**src/sv/assert_macros.svh**
```systemverilog
// ---------------------------------------------------------------------------
// assertion macros
// shared concurrent assertion helpers for the chain energy block
// ---------------------------------------------------------------------------
`ifndef ASSERT_MACROS_SVH
`define ASSERT_MACROS_SVH
`ifndef NO_ASSERTIONS
// property that must hold at every clock edge out of reset
`define AST_HOLDS(label, expr) \
  label: assert property (@(posedge clk) disable iff (!rst_n) (expr)) \
    else $error("assertion failed");
// consequence that must hold in the cycle after the antecedent
`define AST_NEXT(label, ante, cons) \
  label: assert property (@(posedge clk) disable iff (!rst_n) (ante) |=> (cons)) \
    else $error("assertion failed");
`else
`define AST_HOLDS(label, expr)
`define AST_NEXT(label, ante, cons)
`endif
`endif

```
**src/sv/dclj_pkg.sv**
```systemverilog
// ---------------------------------------------------------------------------
// dclj_pkg
// shared widths, register indexes and controller/datapath interface types
// ---------------------------------------------------------------------------
package dclj_pkg;

  localparam int POS_BITS   = 32;
  localparam int DIST_BITS  = 32;
  localparam int NUM_BITS   = 224;
  localparam int E_BITS     = 48;
  localparam int COEF_BITS  = 32;
  localparam int CELL_BITS  = 16;
  localparam int SITE_BITS  = 17;
  localparam int BIT_CNT_W  = 8;
  localparam int PASS_CNT_W = 4;
  localparam int ATT_PASSES = 6;
  localparam int REP_PASSES = 12;
  localparam int ATT_SHIFT  = 96;
  localparam int REP_SHIFT  = 192;

  localparam logic signed [E_BITS-1:0] E_MAX = {1'b0, {(E_BITS-1){1'b1}}};
  localparam logic signed [E_BITS-1:0] E_MIN = {1'b1, {(E_BITS-1){1'b0}}};

  // register indexes
  localparam logic [2:0] CFG_REP_EVEN = 3'd0;
  localparam logic [2:0] CFG_ATT_EVEN = 3'd1;
  localparam logic [2:0] CFG_REP_ODD  = 3'd2;
  localparam logic [2:0] CFG_ATT_ODD  = 3'd3;
  localparam logic [2:0] CFG_CELLS    = 3'd4;

  // controller to datapath commands
  typedef struct packed {
    logic capture_first;
    logic start_bond;
    logic odd_bond;
    logic step;
    logic last_bit;
    logic load_rep;
    logic accumulate;
    logic emit;
  } dclj_cmd_t;

  // datapath to controller status
  typedef struct packed {
    logic                 dist_zero;
    logic [CELL_BITS-1:0] cells;
  } dclj_stat_t;

endpackage

```
**src/sv/dclj_dp.sv**
```systemverilog
// ---------------------------------------------------------------------------
// dclj_dp
// datapath: config registers, bond distance, serial divider, accumulator
// ---------------------------------------------------------------------------
module dclj_dp import dclj_pkg::*; (
  input  logic                        clk,
  input  logic                        rst_n,
  input  logic                        cfg_we,
  input  logic [2:0]                  cfg_index,
  input  logic [COEF_BITS-1:0]        cfg_wdata,
  input  logic signed [POS_BITS-1:0]  in_position,
  input  dclj_cmd_t                   cmd,
  output dclj_stat_t                  stat,
  output logic signed [E_BITS-1:0]    out_energy,
  output logic                        out_saturated
);

  logic [COEF_BITS-1:0]       rep_even_r, att_even_r, rep_odd_r, att_odd_r;
  logic [CELL_BITS-1:0]       cells_r;
  logic signed [POS_BITS-1:0] prev_r;
  logic [DIST_BITS-1:0]       dist_r;
  logic [NUM_BITS-1:0]        num_r;
  logic [DIST_BITS-1:0]       rem_r;
  logic [COEF_BITS-1:0]       rep_sel_r;
  logic [E_BITS-1:0]          att_q_r;
  logic                       att_sat_r;
  logic                       zero_r;
  logic signed [E_BITS-1:0]   acc_r;
  logic                       sticky_r;
  logic signed [E_BITS-1:0]   out_energy_r;
  logic                       out_sat_r;

  logic signed [POS_BITS:0]   diff;
  logic [DIST_BITS-1:0]       dist_in;
  logic [DIST_BITS:0]         rem_sh;
  logic                       ge;
  logic [DIST_BITS:0]         rem_sub;
  logic                       rep_sat;
  logic signed [E_BITS:0]     quot_diff;
  logic signed [E_BITS:0]     term;
  logic                       term_flag;
  logic signed [E_BITS:0]     sum;
  logic signed [E_BITS-1:0]   sum_clip;
  logic                       sum_flag;

  // distance of the incoming site from the previous one
  always_comb begin
    diff    = {in_position[POS_BITS-1], in_position} - {prev_r[POS_BITS-1], prev_r};
    dist_in = diff[POS_BITS] ? DIST_BITS'(-diff) : DIST_BITS'(diff);
  end

  // one restoring division step by the distance
  always_comb begin
    rem_sh  = {rem_r, num_r[NUM_BITS-1]};
    ge      = rem_sh >= {1'b0, dist_r};
    rem_sub = rem_sh - {1'b0, dist_r};
  end

  // bond term and saturating running sum
  always_comb begin
    rep_sat   = |num_r[NUM_BITS-1:E_BITS];
    quot_diff = $signed({1'b0, num_r[E_BITS-1:0]}) - $signed({1'b0, att_q_r});
    if (zero_r || rep_sat) begin
      term      = {E_MAX[E_BITS-1], E_MAX};
      term_flag = 1'b1;
    end else if (att_sat_r) begin
      term      = {E_MIN[E_BITS-1], E_MIN};
      term_flag = 1'b1;
    end else if (quot_diff > $signed({E_MAX[E_BITS-1], E_MAX})) begin
      term      = {E_MAX[E_BITS-1], E_MAX};
      term_flag = 1'b1;
    end else if (quot_diff < $signed({E_MIN[E_BITS-1], E_MIN})) begin
      term      = {E_MIN[E_BITS-1], E_MIN};
      term_flag = 1'b1;
    end else begin
      term      = quot_diff;
      term_flag = 1'b0;
    end
    sum = {acc_r[E_BITS-1], acc_r} + term;
    if (sum[E_BITS] != sum[E_BITS-1]) begin
      sum_clip = sum[E_BITS] ? E_MIN : E_MAX;
      sum_flag = 1'b1;
    end else begin
      sum_clip = sum[E_BITS-1:0];
      sum_flag = 1'b0;
    end
  end

  // configuration and accumulator state
  always_ff @(posedge clk) begin
    if (!rst_n) begin
      rep_even_r <= '0;
      att_even_r <= '0;
      rep_odd_r  <= '0;
      att_odd_r  <= '0;
      cells_r    <= CELL_BITS'(1);
      prev_r     <= '0;
      acc_r      <= '0;
      sticky_r   <= 1'b0;
    end else begin
      if (cfg_we) begin
        case (cfg_index)
          CFG_REP_EVEN: rep_even_r <= cfg_wdata;
          CFG_ATT_EVEN: att_even_r <= cfg_wdata;
          CFG_REP_ODD:  rep_odd_r  <= cfg_wdata;
          CFG_ATT_ODD:  att_odd_r  <= cfg_wdata;
          CFG_CELLS:    cells_r    <= cfg_wdata[CELL_BITS-1:0];
          default:      ;
        endcase
      end
      if (cmd.capture_first || cmd.start_bond) begin
        prev_r <= in_position;
      end
      if (cmd.accumulate) begin
        acc_r    <= sum_clip;
        sticky_r <= sticky_r | term_flag | sum_flag;
      end else if (cmd.emit) begin
        acc_r    <= '0;
        sticky_r <= 1'b0;
      end
    end
  end

  // divider and result payload
  always_ff @(posedge clk) begin
    if (cmd.start_bond) begin
      dist_r    <= dist_in;
      zero_r    <= (dist_in == '0);
      rep_sel_r <= cmd.odd_bond ? rep_odd_r : rep_even_r;
      num_r     <= NUM_BITS'(cmd.odd_bond ? att_odd_r : att_even_r) << ATT_SHIFT;
      rem_r     <= '0;
    end else if (cmd.load_rep) begin
      att_q_r   <= num_r[E_BITS-1:0];
      att_sat_r <= |num_r[NUM_BITS-1:E_BITS];
      num_r     <= NUM_BITS'(rep_sel_r) << REP_SHIFT;
      rem_r     <= '0;
    end else if (cmd.step) begin
      num_r <= {num_r[NUM_BITS-2:0], ge};
      if (cmd.last_bit) begin
        rem_r <= '0;
      end else begin
        rem_r <= ge ? rem_sub[DIST_BITS-1:0] : rem_sh[DIST_BITS-1:0];
      end
    end
    if (cmd.emit) begin
      out_energy_r <= acc_r;
      out_sat_r    <= sticky_r;
    end
  end

  assign stat.dist_zero = (dist_in == '0);
  assign stat.cells     = cells_r;
  assign out_energy     = out_energy_r;
  assign out_saturated  = out_sat_r;

endmodule

```
**src/sv/dclj_ctrl.sv**
```systemverilog
// ---------------------------------------------------------------------------
// dclj_ctrl
// controller: site counting, division pass sequencing, result hand-off
// ---------------------------------------------------------------------------
`include "assert_macros.svh"
module dclj_ctrl import dclj_pkg::*; (
  input  logic       clk,
  input  logic       rst_n,
  input  logic       in_valid,
  output logic       in_stall,
  output logic       out_valid,
  input  logic       out_stall,
  input  dclj_stat_t stat,
  output dclj_cmd_t  cmd
);

  typedef enum logic [2:0] {
    S_IDLE, S_DIV_ATT, S_LOAD_REP, S_DIV_REP, S_ACC, S_EMIT
  } state_t;

  state_t                state_r, state_nxt;
  logic [SITE_BITS-1:0]  site_r, site_nxt;
  logic [BIT_CNT_W-1:0]  bit_r, bit_nxt;
  logic [PASS_CNT_W-1:0] pass_r, pass_nxt;
  logic                  out_valid_r, out_valid_nxt;

  logic                  accept;
  logic                  last_bit;
  logic [CELL_BITS-1:0]  cells_eff;
  logic [SITE_BITS-1:0]  site_inc;
  logic                  chain_done;
  logic                  slot_free;

  always_comb begin
    accept     = in_valid && !in_stall;
    last_bit   = (bit_r == BIT_CNT_W'(NUM_BITS - 1));
    cells_eff  = (stat.cells == '0) ? CELL_BITS'(1) : stat.cells;
    site_inc   = site_r + SITE_BITS'(1);
    chain_done = site_inc >= {cells_eff, 1'b0};
    slot_free  = !out_valid_r || !out_stall;
  end

  // next state and commands
  always_comb begin
    state_nxt     = state_r;
    site_nxt      = site_r;
    bit_nxt       = bit_r;
    pass_nxt      = pass_r;
    out_valid_nxt = out_valid_r && out_stall;
    cmd           = '0;
    cmd.odd_bond  = site_r[0] == 1'b0;
    cmd.last_bit  = last_bit;
    case (state_r)
      S_IDLE: begin
        if (accept) begin
          if (site_r == '0) begin
            cmd.capture_first = 1'b1;
            site_nxt          = SITE_BITS'(1);
          end else begin
            cmd.start_bond = 1'b1;
            bit_nxt        = '0;
            pass_nxt       = '0;
            state_nxt      = stat.dist_zero ? S_ACC : S_DIV_ATT;
          end
        end
      end
      S_DIV_ATT: begin
        cmd.step = 1'b1;
        bit_nxt  = bit_r + BIT_CNT_W'(1);
        if (last_bit) begin
          bit_nxt  = '0;
          pass_nxt = pass_r + PASS_CNT_W'(1);
          if (pass_r == PASS_CNT_W'(ATT_PASSES - 1)) begin
            state_nxt = S_LOAD_REP;
          end
        end
      end
      S_LOAD_REP: begin
        cmd.load_rep = 1'b1;
        pass_nxt     = '0;
        bit_nxt      = '0;
        state_nxt    = S_DIV_REP;
      end
      S_DIV_REP: begin
        cmd.step = 1'b1;
        bit_nxt  = bit_r + BIT_CNT_W'(1);
        if (last_bit) begin
          bit_nxt  = '0;
          pass_nxt = pass_r + PASS_CNT_W'(1);
          if (pass_r == PASS_CNT_W'(REP_PASSES - 1)) begin
            state_nxt = S_ACC;
          end
        end
      end
      S_ACC: begin
        cmd.accumulate = 1'b1;
        site_nxt       = site_inc;
        state_nxt      = chain_done ? S_EMIT : S_IDLE;
      end
      S_EMIT: begin
        if (slot_free) begin
          cmd.emit      = 1'b1;
          out_valid_nxt = 1'b1;
          site_nxt      = '0;
          state_nxt     = S_IDLE;
        end
      end
      default: state_nxt = S_IDLE;
    endcase
  end

  // state and registered outputs
  always_ff @(posedge clk) begin
    if (!rst_n) begin
      state_r     <= S_IDLE;
      site_r      <= '0;
      bit_r       <= '0;
      pass_r      <= '0;
      out_valid_r <= 1'b0;
    end else begin
      state_r     <= state_nxt;
      site_r      <= site_nxt;
      bit_r       <= bit_nxt;
      pass_r      <= pass_nxt;
      out_valid_r <= out_valid_nxt;
    end
  end

  assign in_stall  = (state_r != S_IDLE);
  assign out_valid = out_valid_r;

  `AST_HOLDS(a_att_pass_range, (state_r != S_DIV_ATT) || (pass_r < PASS_CNT_W'(ATT_PASSES)))
  `AST_NEXT(a_bond_starts, accept && (site_r != '0) && !stat.dist_zero, state_r == S_DIV_ATT)
  `AST_NEXT(a_emit_shows, (state_r == S_EMIT) && slot_free, out_valid_r && (site_r == '0))

endmodule

```
**src/sv/dimer_chain_lj_energy_sum.sv**
```systemverilog
// ---------------------------------------------------------------------------
// dimer_chain_lj_energy_sum
// 12-6 pair potential summed over a two-bond-type chain of site positions
// ---------------------------------------------------------------------------
// Sites stream in on the in_ request (valid/stall), one signed Q16.16 position
// each. The first site of a chain is only stored. Every later site closes a
// bond: its term needs six restoring-division passes (attractive part) and
// twelve (repulsive part) of 224 quotient bits each through one shared
// one-bit-per-cycle divider, plus a load and an accumulate step, all with
// in_stall high; a zero-length bond skips the divider and only accumulates.
// in_stall is high while a bond is in work or a result waits to be emitted.
// After site 2*cell_count the total energy and the sticky saturation flag go
// into an output register from the emit state after the last bond, or later
// while a previous result is still held by out_stall; the next chain's first
// site may be taken while a result waits. The user must write coefficients
// and cell_count through cfg_ only while idle; the block itself does not
// enforce it. Reset (rst_n low, synchronous) clears the chain state, drops
// out_valid and sets all coefficients to zero and cell_count to one.
// ---------------------------------------------------------------------------
module dimer_chain_lj_energy_sum import dclj_pkg::*; (
  input  logic                       clk,
  input  logic                       rst_n,
  input  logic                       cfg_we,
  input  logic [2:0]                 cfg_index,
  input  logic [COEF_BITS-1:0]       cfg_wdata,
  input  logic                       in_valid,
  output logic                       in_stall,
  input  logic signed [POS_BITS-1:0] in_position,
  output logic                       out_valid,
  input  logic                       out_stall,
  output logic signed [E_BITS-1:0]   out_energy,
  output logic                       out_saturated
);

  dclj_cmd_t  cmd;
  dclj_stat_t stat;

  // sequencing
  dclj_ctrl u_ctrl (
    .clk       (clk),
    .rst_n     (rst_n),
    .in_valid  (in_valid),
    .in_stall  (in_stall),
    .out_valid (out_valid),
    .out_stall (out_stall),
    .stat      (stat),
    .cmd       (cmd)
  );

  // arithmetic
  dclj_dp u_dp (
    .clk           (clk),
    .rst_n         (rst_n),
    .cfg_we        (cfg_we),
    .cfg_index     (cfg_index),
    .cfg_wdata     (cfg_wdata),
    .in_position   (in_position),
    .cmd           (cmd),
    .stat          (stat),
    .out_energy    (out_energy),
    .out_saturated (out_saturated)
  );

endmodule

```
**config.mk**
```make
export PLATFORM = sky130hd
export DESIGN_NAME = dimer_chain_lj_energy_sum
export DESIGN_NICKNAME = d
export VERILOG_FILES = /design/src/sv/dclj_pkg.sv /design/src/sv/dclj_dp.sv /design/src/sv/dclj_ctrl.sv /design/src/sv/dimer_chain_lj_energy_sum.sv
export VERILOG_INCLUDE_DIRS = /design/src /design/src/sv
export SDC_FILE = /design/constraint.sdc
export NUM_CORES = 1
export LEC_CHECK = 0
export BUFFER_PORTS_ARGS = -buffer_cell sky130_fd_sc_hd__buf_4
export CAP_MARGIN = 20
export CORE_ASPECT_RATIO = 0.7
export CORE_MARGIN = 4
export CORE_UTILIZATION = 34
export CTS_CLUSTER_SIZE = 10
export DETAILED_ROUTE_END_ITERATION = 10
export SYNTH_ARGS = -nofsm -noshare
export SYNTH_HDL_FRONTEND = slang
export SYNTH_SLANG_ARGS = --single-unit
```
**constraint.sdc**
```tcl
create_clock -name clk -period 10.6 [get_ports clk]
set_input_delay 1.06 -clock clk [delete_from_list [all_inputs] [get_ports clk]]
set_output_delay 1.06 -clock clk [all_outputs]
set_load 0.1 [all_outputs]
```
; ---- Word level (Yosys, flattened, before mapping)
; Index checks and enable logic that the tools add are counted.
[op_classes]
mux = 57
eq_ne = 22
bitwise_logic = 3
add_sub_neg = 8
n_reduce_logical = 31
order_cmp = 4
[ops]
columns = op, n
row1 = $mux 224, 3
row2 = $mux 49, 4
row3 = $mux 48, 4
row4 = $reduce_or 176->1, 1
row5 = $mux 32, 5
row6 = $mux 17, 3
row7 = $pmux 17 s3, 1
row8 = $add 49x49->49, 1
row9 = $gt 49x48->1 const B, 1
row10 = $lt 49x48->1 const B, 1
row11 = $sub 48x48->49, 1
row12 = $ge 33x32->1, 1
row13 = $sub 32x32->33, 1
row14 = $logic_not 32->1, 1
row15 = $neg 32->32, 1
row16 = $sub 32x32->32, 1
row17 = $mux 3, 9
row18 = $mux 8, 3
row19 = $pmux 8 s3, 1
row20 = $pmux 3 s6, 1
row21 = $add 17x1->17 const B, 1
row22 = $ge 17x17->1, 1
row23 = $logic_not 17->1, 1
row24 = $logic_not 16->1, 1
row25 = 29 further kinds, 77
[word_totals]
word_cells = 148
out_inout_bits = 51
inputBits = 72
regBits = 677

; ---- Longest topological paths before layout
[depth]
ltp_word = 11
ltp_mapped = 31
depth_no_buf = 29

; ---- Modules after synthesis
; From an unflattened synthesis, not the netlist that was laid out.
[hier_totals]
cells_unflattened = 3784
area_unflattened_um2 = 36306.1
[by_module_without_submodules]
columns = mod, area_each_um2, seq_area_each_um2, n_inst, cells_each
row1 = dclj_dp, 33747.4, 15805.2, 1, 3458
row2 = dclj_ctrl, 2558.7, 660.6, 1, 326

; ---- Worst setup path before layout
; Ideal clock, no wire load.
[synth_path]
kind = register to register
startpoint = reg u_ctrl.site_r[0]
endpoint = reg u_ctrl.bit_r[7]
synth_period_minus_slack_ns = 7.154
required_ns = 10.467
setup_ns = 0.133
stages_incl_launch_ff = 17
path_buffers = 3
setup_slack_ns = 3.446
arrival_ns = 7.022
path_cell_list = dfxtp_1 clkbuf_1 buf_1 clkbuf_1 inv_1 ha_1 nor4b_1 nand4_1 nand2_1 inv_1 or2_2 nor2_1 clkinv_1 nand4_1 nor3_1 xnor2_1 nor2_1
[synth_between]
elab_chain_len = 3
[synth_rtl]
columns = item, line_no
row1 = from (decl), dclj_ctrl.sv:22  ; logic [SITE_BITS-1:0] site_r, site_nxt;
row2 = from (signal assigned), dclj_ctrl.sv:122  ; site_r <= site_nxt;
row3 = $logic_not 17->1, dclj_ctrl.sv:56  ; if (site_r == '0) begin
row4 = $ne 2x2->1 (no line), n/a
row5 = $reduce_and 3->1 (no line), n/a
row6 = to (signal assigned), dclj_ctrl.sv:123  ; bit_r <= bit_nxt;
row7 = to (decl), dclj_ctrl.sv:23  ; logic [BIT_CNT_W-1:0] bit_r, bit_nxt;
; Every way passes these cells.
; A chain may end at the register's enable or synchronous reset.

; ---- Final worst setup path
[layout_path]
startpoint = reg u_dp.att_q_r[0]
endpoint = reg u_dp.acc_r[14]
[layout_between]
elab_chain_len = 10
word_cells_on_any_way = 12
cone_classes = add/sub: 2 / order compare: 2 / eq/ne: 1 / mux: 7
[layout_rtl]
columns = item, line_no
row1 = from (decl), dclj_dp.sv:25  ; logic [E_BITS-1:0] att_q_r;
row2 = from (signal assigned), dclj_dp.sv:133  ; att_q_r <= num_r[E_BITS-1:0];
row3 = $sub 48x48->49 (*), dclj_dp.sv:62  ; quot_diff = $signed({1'b0, num_r[E_BITS-1:0]}) - $signed({1'b0, att_q_r});
row4 = $lt 49x48->1, dclj_dp.sv:72  ; end else if (quot_diff < $signed({E_MIN[E_BITS-1], E_MIN})) begin
row5 = $mux 49, dclj_dp.sv:72
row6 = $mux 49 (*), dclj_dp.sv:69  ; end else if (quot_diff > $signed({E_MAX[E_BITS-1], E_MAX})) begin
row7 = $mux 49 (*), dclj_dp.sv:66  ; end else if (att_sat_r) begin
row8 = $mux 49 (*), dclj_dp.sv:63  ; if (zero_r || rep_sat) begin
row9 = $add 49x49->49 (*), dclj_dp.sv:79  ; sum = {acc_r[E_BITS-1], acc_r} + term;
row10 = $mux 48 or $ne 1x1->1 (tied branches), "dclj_dp.sv:81, dclj_dp.sv:80"
row11 = $mux 48 (*), dclj_dp.sv:80  ; if (sum[E_BITS] != sum[E_BITS-1]) begin
row12 = $mux 48 (*), dclj_dp.sv:114  ; if (cmd.accumulate) begin
row13 = to (signal assigned), dclj_dp.sv:115  ; acc_r <= sum_clip;
row14 = to (decl), dclj_dp.sv:28  ; logic signed [E_BITS-1:0] acc_r;
; Mark *: on every way between the ends. The rest lies on a longest branch, timed or not.

==> results_dict.tcl <==
set metrics [dict create \
    path_clk_slew_ns 0.06 \
    reg2reg_from "u_dp.att_q_r[0]" \
    synth_top_flop_cell "dfxtp_1" \
    peakVddDrop_mv 0.3176 \
    clock_path_buffers 3 \
    fin_crit_sh_pct 85.49 \
    rsz0062_at_grt "no" \
    ys_seq_area_share_pct 45.89 \
    antenna_found_initial 1 \
    drt_first_pass_iters 6 \
    critPathLaunchType "register" \
    hpwl_mm 63.37 \
    routed_via_density 5.292 \
    finalClockSkew_ns 0.02766 \
    layout_common_cells "nand2_1 (568), dfxtp_1 (385), a21oi_1 (384), edfxtp_1 (291), o21ai_0 (210)" \
    rrSetupSlack_ns 1.54 \
    fin_hold_ws_ns 0.4294 \
    final_hold_viol_count 0 \
    synth_edf_count 291 \
    final_common_cell "nand2_1" \
    fp-row-count 99 \
    rr_worst_depth 27 \
    n_antenna_cell 0 \
    numClockSinks 677 \
    syn_nets 4104 \
    h-tree-depth 3 \
    cp-end-kind "register" \
    tightest_slew_ns 1.112 \
    n_fill_cell 10390 \
    pre_cts_slack_ns 1.723 \
    grt_usage_pct 16.42 \
    avgSynthCellArea_sq_um 9.333 \
    die_h_um 279.8 \
    p_per_area_nw_per_um2 223.3 \
    holdBufCountCts 0 \
    min_path_type "register to register" \
    ant_nets 0 \
    synth_top_area_share_pct 24.35 \
    dieWidth_um 396.3 \
    finalNetCount 4147 \
    crit_type "register to register" \
    die_area_sq_um 110900 \
    max_cap_violations 0 \
    drc 0 \
    numPortBuffers 122 \
    wire_per_inst_um 17.39 \
    setup-tns-final_ns 0 \
    multi_input_area_sq_um 18040 \
    drt_iter0_drc 2390 \
    num_vias 28410 \
    syn_area_sq_um 35880 \
    synth_top_area_cell "edfxtp_1" \
    synthArstFlopShare_pct 0 \
    utilization_pct 38.90 \
    initial_core_util_pct 34.37 \
    timing.slew.headroom_pct 25.87 \
    synth_seq_cells 677 \
    fin_crit_ns 9.062 \
    syn_inst 3845 \
    coreArea_sq_um 104400 \
    cts_tree "built" \
    grt_pass1_vias 26190 \
    place.gp.congestion 0.8605 \
    critPathRequiredTime_ns 11.18 \
    regArea_sq_um 16470 \
    root_buffer "clkbuf_16" \
    worst-path-max-fanout 21 \
    fmax_ghz 0.1103 \
    min_from "u_dp.num_r[0]" \
    worstPathArrival_ns 9.64 \
    grt_pass1_wl_mm 148.9 \
    setup_viol 0 \
    post_cts_buffers 0 \
    cts_made_buffers 80 \
    syn2layout_area_growth_pct 13.18 \
    synth-warning-count 0 \
    r2r_end "u_dp.acc_r[14]" \
    status "complete, no violations" \
    setup_slack_ns 1.538 \
    ys_types 105 \
    post_cts_resize_count 0 \
    ioPinCount 123 \
    grt_max_degree 225 \
    min_to "u_dp.att_q_r[0]" \
    clock_latency_ns 0.66 \
    power.leakage_uw 0.01563 \
    drive_gt1_share_pct 8.902 \
    grt-ovfl-total 0 \
    whs_path_depth 0 \
    wl_mm 93.36 \
    slew_viol_final 0 \
    ys_top_cells_by_area "edfxtp_1 (24%), dfxtp_1 (22%), ha_1 (6.4%)" \
]
kinds of logic after synthesis:
| group | count (synthesis) | synth area share, % |
|---|---|---|
| xor gates and xnor gates | 180 | 4.435 |
| DFF | 677 | 45.89 |
| and+or+nand+nor | 1226 | 16.22 |
| adders and majority gates | 190 | 6.688 |
| AOI/OAI and AO/OA | 1106 | 20.21 |
| buffers and inverters | 381 | 4.066 |
| muxes | 85 | 2.497 |
Yosys cell counts, drive strengths merged (7+ instances only):
cell / count
nand2: 571
a21oi: 389
dfxtp: 386
edfxtp: 291
o21ai: 219
inv: 188
ha: 183
nor2: 168
clkbuf: 166
a22o: 126
xnor2: 107
a21o: 90
and2: 82
nand3: 75
xor2: 73
nor4: 67
nor3: 55
mux2i: 49
nand4: 44
mux2: 36
and3: 34
a221o: 31
nor2b: 29
buf: 26
o21a: 26
a211oi: 25
a31oi: 24
nand2b: 22
o311ai: 22
or3: 20
o21bai: 17
or2: 14
a22oi: 12
nand3b: 12
o31ai: 11
o41ai: 11
o211ai: 10
a2111oi: 9
a21boi: 8
a31o: 7
nor3b: 7
o31a: 7
worst max-delay path by stage:
stage,start,endpoint
final,u_dp.att_q_r[0],u_dp.acc_r[14]
after global routing,u_dp.att_q_r[0],u_dp.acc_r[28]
after CTS,u_dp.att_q_r[0],u_dp.acc_r[12]
after detailed placement,u_dp.att_q_r[0],u_dp.acc_r[12]
after global placement,u_dp.num_r[0],u_dp.acc_r[28]
after floorplan,u_ctrl.site_r[0],u_ctrl.bit_r[7]
where the power goes:
| group | internal, uW | leakage (uW) | switching (uW) | total [uW] |
|---|---|---|---|---|
| Sequential | 3390 | 0.00589 | 286 | 3670 |
| Combinational | 903 | 0.00857 | 1880 | 2780 |
| Clock | 1490 | 0.00117 | 1130 | 2610 |
per-stage QoR:
step	power, uW	cells	cell area (sq um)
after CTS	9135	5366	40590
after global routing	9612	5368	40620
after global placement	6465	5217	38140
final	9070	5368	40620
after floorplan	5706	3845	35880
after detailed placement	6475	5218	38140
state kept, by name (all words and copies together), names as in the netlist:
name,count
u_dp.num_r,224
u_dp.acc_r,48
u_dp.att_q_r,48
u_dp.out_energy,48
u_dp.att_even_r,32
u_dp.att_odd_r,32
u_dp.dist_r,32
u_dp.prev_r,32
u_dp.rem_r,32
u_dp.rep_even_r,32
u_dp.rep_odd_r,32
u_dp.rep_sel_r,32
u_ctrl.site_r,17
u_dp.cells_r,16
u_ctrl.bit_r,8
u_ctrl.pass_r,4
u_ctrl.state_r,3
u_ctrl.out_valid,1
u_dp.att_sat_r,1
u_dp.out_saturated,1
u_dp.sticky_r,1
u_dp.zero_r,1
final cells by class:
class | instances | area share (%)
multi-input combinational | 2787 | 44.41
clock inverter | 13 | 0.4683
tap | 1414 | 4.356
clock buffer | 135 | 5.564
timing repair buffer | 153 | 2.877
sequential | 677 | 40.55
inverter | 189 | 1.771
layer usage:
metal	global-route usage, %	vias to the layer above	routed length [um]
li1	-	14070	-
met1	25.36	13580	47810
met2	23.97	650	38960
met3	2.424	108	4823
met4	3.777	2	1750
met5	0	-	13
worst max-delay path: stages, from the launching register on:
cell,delay (ns)
edfxtp_1,0.36
ha_1,0.24
fa_1,0.41
nand2b_1,0.18
a21oi_1,0.25
a221oi_1,0.20
o31ai_1,0.65
a41oi_1,0.38
o21ai_1,0.38
nand3_1,0.14
nand2_1,0.10
a21oi_1,0.14
nand2_1,0.55
nand2_1,0.51
o21ai_0,0.34
ha_1,0.31
nor2b_1,0.16
o31a_1,0.29
o31ai_1,0.39
a211oi_1,0.20
o41ai_2,0.53
o21ai_1,0.19
o21ai_1,0.26
a311oi_1,0.19
xnor2_2,0.27
a21oi_1,0.92
o21ai_0,0.23
a21oi_1,0.20
Note: power is estimated with default switching activity, not from simulation.
